==> src/design/hlbc_mod.sv <==
// Remainder of a 32-bit value by a small constant divisor, shown while done is high.
// The value is registered at start; its four bytes are then folded with the
// constant weights 2^(8k) mod DIVISOR into a registered 14-bit sum, whose remainder
// comes by a reciprocal multiplication that is exact for every 14-bit sum.
module hlbc_mod #(
    parameter int DIVISOR = 13
) (
    input  logic        clk,
    input  logic        rst_n,
    input  logic        start,
    input  logic [31:0] value,
    output logic        done,
    output logic [4:0]  rem
);
    localparam logic [3:0]  C1    = 4'((1 << 8) % DIVISOR);
    localparam logic [3:0]  C2    = 4'((1 << 16) % DIVISOR);
    localparam logic [3:0]  C3    = 4'((1 << 24) % DIVISOR);
    localparam logic [18:0] RECIP = 19'(((1 << 18) + DIVISOR - 1) / DIVISOR);
    localparam logic [13:0] DIV   = 14'(DIVISOR);

    logic [31:0] val_reg, val_next;
    logic [13:0] sum_reg, sum_next;
    logic [1:0]  phase_reg, phase_next;
    logic [13:0] fold;
    logic [32:0] prod;
    logic [13:0] quo;
    logic [13:0] diff;

    // Byte fold: every weight is below the divisor, so the sum fits 14 bits.
    assign fold = 14'(val_reg[7:0]) +
                  14'(val_reg[15:8]) * 14'(C1) +
                  14'(val_reg[23:16]) * 14'(C2) +
                  14'(val_reg[31:24]) * 14'(C3);

    // Quotient of the folded sum by reciprocal multiplication, then the remainder.
    assign prod = 33'(sum_reg) * 33'(RECIP);
    assign quo  = 14'(prod >> 18);
    assign diff = sum_reg - quo * DIV;

    // Phase sequencing: load, fold, result.
    always_comb
    begin
        val_next   = val_reg;
        sum_next   = sum_reg;
        phase_next = phase_reg;
        if (start)
        begin
            val_next   = value;
            phase_next = 2'd1;
        end
        else if (phase_reg == 2'd1)
        begin
            sum_next   = fold;
            phase_next = 2'd2;
        end
        else if (phase_reg == 2'd2)
            phase_next = 2'd0;
    end

    always_ff @(posedge clk or negedge rst_n)
    begin
        if (!rst_n)
            phase_reg <= 2'd0;
        else
            phase_reg <= phase_next;
    end

    always_ff @(posedge clk)
    begin
        val_reg <= val_next;
        sum_reg <= sum_next;
    end

    assign done = (phase_reg == 2'd2);
    assign rem  = 5'(diff);

endmodule

==> config.mk <==
export PLATFORM = sky130hd
export DESIGN_NAME = hlbc_mod
export DESIGN_NICKNAME = d
export VERILOG_FILES = /design/src/design/hlbc_mod.sv
export SDC_FILE = /design/constraint.sdc
export NUM_CORES = 1
export LEC_CHECK = 0
export ABC_AREA = 1
export BUFFER_PORTS_ARGS = -buffer_cell sky130_fd_sc_hd__buf_2
export CELL_PAD_IN_SITES_DETAIL_PLACEMENT = 0
export CELL_PAD_IN_SITES_GLOBAL_PLACEMENT = 1
export CORE_ASPECT_RATIO = 0.9
export CORE_MARGIN = 2
export CORE_UTILIZATION = 50
export CTS_BUF_LIST = sky130_fd_sc_hd__clkbuf_2
export CTS_CLUSTER_SIZE = 25
export DETAILED_ROUTE_END_ITERATION = 12
export GPL_ROUTABILITY_DRIVEN = 0
export PLACE_DENSITY_LB_ADDON = 0.1
export SETUP_SLACK_MARGIN = 0.4
export SYNTH_ARGS = -nofsm -noshare
export SYNTH_HDL_FRONTEND = slang
export SYNTH_SLANG_ARGS = --single-unit
==> constraint.sdc <==
create_clock -name clk -period 10.45 [get_ports clk]
set_input_delay 2.09 -clock clk [delete_from_list [all_inputs] [get_ports clk]]
set_output_delay 2.09 -clock clk [all_outputs]
set_load 0.02 [all_outputs]
==> results.py, run 1 <==
metrics = {
    "place": {
        "numPortBuffers": 40,
        "dp_hpwl_um": 10440,
        "dp_cells": 872,
    },
    "finish": {
        "seqCellArea_um2": 1401,
        "antenna_cells": 0,
        "fillers": 1183,
        "multi_input_area_um2": 4283,
        "finalNonFillerCells": 890,
        "largest_reg_flops": 32,
        "synthToLayoutAreaGrowth_pct": 9.164,
        "finalNetCount": 958,
        "final_layout_size_suffix_gt1_share_pct": 11.98,
    },
    "sta": {
        "setup_tns_ns": 0,
        "report.final.slew_viol_count": 0,
        "finClkSkew_ns": 0.01518,
        "tightest_slew_ns": 1.011,
        "rsz0062_at_grt": "false",
        "post-route-min-period_ns": 9.563,
        "fmax_ghz": 0.1046,
        "min_period_over_period_pct": 91.51,
        "relSlewSlack_pct": 32.25,
        "hold_viol": 0,
        "setup_violations": 0,
    },
    "cts": {
        "clock_latency_ns": 0.42,
        "cts_made_buffers": 5,
        "cts-hold-fix-buffers": 0,
        "clkTransAtPathRegs_ns": 0.23,
        "clockBufferDepth": 2,
        "cts-root-buf": "clkbuf_2",
        "cts_tree": "done",
        "htree_levels": 2,
        "cts_sinks": 47,
    },
    "route": {
        "drc": 0,
        "vias": 4217,
        "via_per_inst": 4.738,
        "drt_wl_total_um": 11600,
        "drtPass1Iterations": 4,
        "wl_per_cell_um": 13.04,
        "initialDrtViolationCount": 152,
        "final_antenna_net_count": 0,
    },
    "setup_path": {
        "crit_path_frequent_cell": "inv_1",
        "worstRegToRegCells": 16,
        "cp.arrival_ns": 7.47,
        "r2r-end": "sum_reg[9]",
        "cp_slowest_cell": "edfxtp_1",
        "reg2reg_slack_ns": 6.47,
        "path_max_fanout": 6,
        "worst-setup-path-type": "reg -> out",
        "startpoint_type": "flip-flop",
        "required_ns": 8.36,
        "crit_path_max_incr_delay_ns": 0.56,
        "cp-end-kind": "primary output",
        "rr_startpoint": "val_reg[11]",
    },
    "yosys": {
        "yosys.area_share.adder_pct": 48.16,
        "synth-compound-area-share_pct": 3.768,
        "synthesis.area_um2": 6376,
        "ys_ff_latch": 47,
        "synth_most_common_cell": "inv_1",
        "synthXorXnorAreaFrac_pct": 2.885,
        "synth-edff-count": 45,
        "synth_common_cells": "inv_1, ha_1, nand2_1, fa_1, edfxtp_1",
        "synthArstFlopShare_pct": 4.255,
        "synthCells": 668,
        "synthMuxAreaShare_pct": 0,
        "synth_top_area_cell": "fa_1",
        "yosys.area_share.simple_pct": 11.85,
        "syn_area_per_cell_um2": 9.545,
        "synth_top_family_by_area": "adder cells",
        "synthFlopType": "edfxtp_1",
        "ys_warn_count": 0,
        "yosysSeqAreaShare_pct": 21.98,
        "synth_nets": 901,
        "synth_area_leaders": "fa_1, ha_1, edfxtp_1, inv_1, nand2_1",
        "yosysUniqueCellTypes": 30,
        "synthDominantCellAreaShare_pct": 24.80,
    },
    "floorplanning": {
        "dieWidth_um": 123.0,
        "initial_utilization_pct": 50.65,
        "ioPinCount": 41,
        "row_count": 39,
        "core-area_um2": 12590,
        "dieArea_um2": 13670,
        "die-height_um": 111.1,
    },
    "worst_hold_path": {
        "hp-start": "phase_reg[0]",
        "whs_endpoint": "phase_reg[1]",
        "hp-class": "reg -> reg",
        "hold-path-cell-count": 2,
    },
    "flow_run": {
        "cap_violations": 0,
    },
    "grt": {
        "track_usage_pct": 18.84,
        "antenna_found_initial": 0,
        "grt_pass1_wl_um": 20510,
        "grt_pass1_vias": 4473,
        "overflow": 0,
        "grt_max_degree": 36,
    },
    "outcome": {
        "status": "completed",
    },
}
## worst max-delay path by stage
stage,slack [ns],to,from
after floorplan,1.67,rem[4],sum_reg[2]
after global placement,1.25,rem[4],sum_reg[2]
after detailed placement,1.00,rem[4],sum_reg[2]
after CTS,0.47,rem[4],sum_reg[2]
after global routing,0.41,rem[4],sum_reg[2]
final,0.89,rem[4],sum_reg[2]
## logic make-up after synthesis
family	count (synthesis)
AO/OA/AOI/OAI	40
AND/OR/NAND/NOR	169
flip-flops	47
adder cells (fa/ha/maj)	198
XOR/XNOR	21
buffers and inverters	193
## metal layers
metal  vias up  GRT usage [%]  part of all wire (%)
li1       2168              -                     -
met1      1976          26.34                    47
met2        59          31.60                    49
met3        14          1.955                   2.2
met4         0          4.242                   1.7
met5         -              0                     0
## timing repair
| action | 4_1_cts | 5_1_grt |
|---|---|---|
| gates resized for setup | 0 | 3 |
| endpoints found under the setup margin | 0 | 1 |
| setup buffers | 0 | 10 |
## final cells by class
type | count | share of cell area, %
well taps | 164 | 2.948
multi-input cells | 428 | 61.53
repair buffers | 50 | 3.955
clock buffers | 5 | 0.3595
inverters | 193 | 10.41
flip-flops and latches | 47 | 20.13
clock inverters | 3 | 0.6651
## critical path, delay by kind of cell (launching register included)
kind            cells  cell delay [ns]
buf+inv            10             0.88
flops               1             0.56
simple gates       12             1.10
fa+ha+maj          11             3.98
compound gates      4             0.53
## layout by cell type (no fill, tap or decap), types with 4 or more instances in the layout
cell / instances
nand2_1: 95
nor2_2: 4
nand3_1: 14
clkbuf_2: 5
o21ai_0: 6
ha_1: 118
buf_4: 10
nand2_2: 10
o21ai_1: 4
buf_2: 40
xnor2_1: 4
nor2_1: 30
a21oi_1: 17
nand3_2: 6
fa_1: 79
edfxtp_1: 45
xor2_1: 17
inv_1: 192
## stage by stage
stage | hold WS, ns | utilization, % | area, um^2 | setup WS, ns
4_1_cts | 0.5836 | 54.47 | 6858 | 0.4741
3_5_place_dp | 0.5349 | 53.91 | 6787 | 1.004
5_1_grt | 0.6209 | 55.29 | 6960 | 0.4062
2_1_floorplan | 0.4815 | - | 6376 | 1.667
6_report | 0.5758 | 55.29 | 6960 | 0.8867
3_3_place_gp | 0.5083 | 53.91 | 6787 | 1.248
Power of run 1 is left out: the tool's default activity adds up to more than one toggle a clock period on the data nets, which glitch-free logic cannot reach.
==> run 2: changes to the inputs <==
==> constraint.sdc (replaced) <==
create_clock -name clk -period 9.8 [get_ports clk]
set_input_delay 1.96 -clock clk [delete_from_list [all_inputs] [get_ports clk]]
set_output_delay 1.96 -clock clk [all_outputs]
set_load 0.02 [all_outputs]
==> run 2 against run 1 <==
  * Critical path depth down 1
  * Die area unchanged
  * Register-to-register slack worse by 0.69 ns
  * Wire length up 2.1%
  * Global-route usage down 0.22 points
  * Worst hold slack better by 0.0023 ns
==> results.py, run 2 (synthesized netlist as in run 1, its figures left out) <==
metrics = {
    "floorplanning": {
        "row_count": 39,
        "initial_utilization_pct": 50.65,
        "dieWidth_um": 123.0,
        "core-area_um2": 12590,
        "ioPinCount": 41,
        "die-height_um": 111.1,
        "dieArea_um2": 13670,
    },
    "finish": {
        "stdcell_area_um2": 7252,
        "synthToLayoutAreaGrowth_pct": 13.74,
        "largest_reg_flops": 32,
        "antenna_cells": 0,
        "finalNetCount": 975,
        "finalNonFillerCells": 907,
        "final_common_cell": "inv_1",
        "final_layout_size_suffix_gt1_share_pct": 17.09,
        "fillers": 1132,
        "final_cell_mix": "inv_1, ha_1, nand2_1",
    },
    "sta": {
        "post-route-min-period_ns": 8.992,
        "finClkSkew_ns": 0.01675,
        "fmax_ghz": 0.1112,
        "min_period_over_period_pct": 91.76,
        "report.final.slew_viol_count": 0,
        "setup_tns_ns": 0,
        "rsz0062_at_grt": "false",
        "setup_violations": 0,
        "hold_viol": 0,
        "tightest_slew_ns": 1.018,
        "worst_hold_slack_ns": 0.5782,
        "relSlewSlack_pct": 31.79,
    },
    "setup_path": {
        "cp-end-kind": "primary output",
        "path_max_fanout": 5,
        "rr_startpoint": "val_reg[11]",
        "reg2reg_slack_ns": 5.78,
        "startpoint_type": "flip-flop",
        "crit_path_max_incr_delay_ns": 0.53,
        "worstRegToRegCells": 16,
        "setup.worst_path.end": "rem[4]",
        "worst-setup-path-type": "reg -> out",
        "crit_path_frequent_cell": "inv_1",
        "r2r-end": "sum_reg[9]",
        "crit_start": "sum_reg[2]",
        "cp_slowest_cell": "fa_1",
        "required_ns": 7.84,
        "cp.arrival_ns": 7.03,
    },
    "place": {
        "numPortBuffers": 40,
        "dp_cells": 873,
        "dp_hpwl_um": 10510,
        "dpl_cell_area_um2": 6794,
    },
    "outcome": {
        "status": "completed",
    },
    "grt": {
        "grt_pass1_vias": 4299,
        "antenna_found_initial": 0,
        "grt_pass1_wl_um": 20130,
        "track_usage_pct": 18.62,
        "overflow": 0,
        "grt_max_degree": 36,
    },
    "worst_hold_path": {
        "hp-class": "reg -> reg",
    },
    "route": {
        "vias": 4317,
        "drt_wl_total_um": 11840,
        "drtPass1Iterations": 6,
        "drc": 0,
        "final_antenna_net_count": 0,
        "via_per_inst": 4.760,
        "initialDrtViolationCount": 133,
        "wl_per_cell_um": 13.06,
    },
    "cts": {
        "clock_latency_ns": 0.42,
        "cts_sinks": 47,
        "cts_tree": "done",
        "clockBufferDepth": 2,
        "cts_made_buffers": 5,
        "clkTransAtPathRegs_ns": 0.24,
        "cts-root-buf": "clkbuf_2",
        "htree_levels": 2,
    },
    "flow_run": {
        "cap_violations": 0,
    },
}
## run 2: through the flow
stage	setup slack, ns	util (%)
after floorplan	1.147	-
after global placement	0.7337	53.97
after detailed placement	0.5824	53.97
after CTS	0.4025	54.92
after global routing	0.4123	57.60
final	0.8077	57.60
## run 2: timing repair
action | 4_1_cts | 5_1_grt
resized for setup | 3 | 29
pin swaps | 0 | 13
endpoints found under the setup margin | 1 | 1
hold buffers | 0 | 0
buffers inserted | 4 | 22
## run 2: per-layer routing
| metal | vias up | track usage (%) | share of wire, % |
|---|---|---|---|
| met5 | - | 0 | 0 |
| met3 | 7 | 1.646 | 2.8 |
| met2 | 67 | 32.04 | 50 |
| li1 | 2203 | - | - |
| met4 | 0 | 3.030 | 0.95 |
| met1 | 2040 | 26.01 | 46 |
## run 2: worst min-delay path by stage
stage / start / endpoint / slack (ns) / depth (start not counted)
finish: phase_reg[1] / phase_reg[0] / 0.58 / 2
global route: phase_reg[1] / phase_reg[0] / 0.61 / 2
CTS: phase_reg[1] / phase_reg[0] / 0.56 / 2
detailed placement: phase_reg[0] / phase_reg[1] / 0.53 / 2
global placement: phase_reg[0] / phase_reg[1] / 0.51 / 2
floorplan: phase_reg[0] / phase_reg[1] / 0.48 / 2
## run 2: worst max-delay path, delay by kind of cell, from the launching register on
family	cells	cell delay, ns
compound gates	5	0.79
flops	1	0.46
simple gates	8	0.71
buf+inv	12	0.89
fa+ha+maj	11	3.79
## run 2: cell type report
type / count / area [um^2] / share of cell area [%]
clock inverter: 3 / 46.29 / 0.6384
tap: 164 / 205.2 / 2.830
multi-input combinational: 428 / 4436 / 61.16
sequential: 47 / 1401 / 19.32
clock buffer: 5 / 25.02 / 0.3451
timing repair buffer: 67 / 409.1 / 5.642
inverter: 193 / 729.5 / 10.06
Power of run 2 is left out for the same reason.
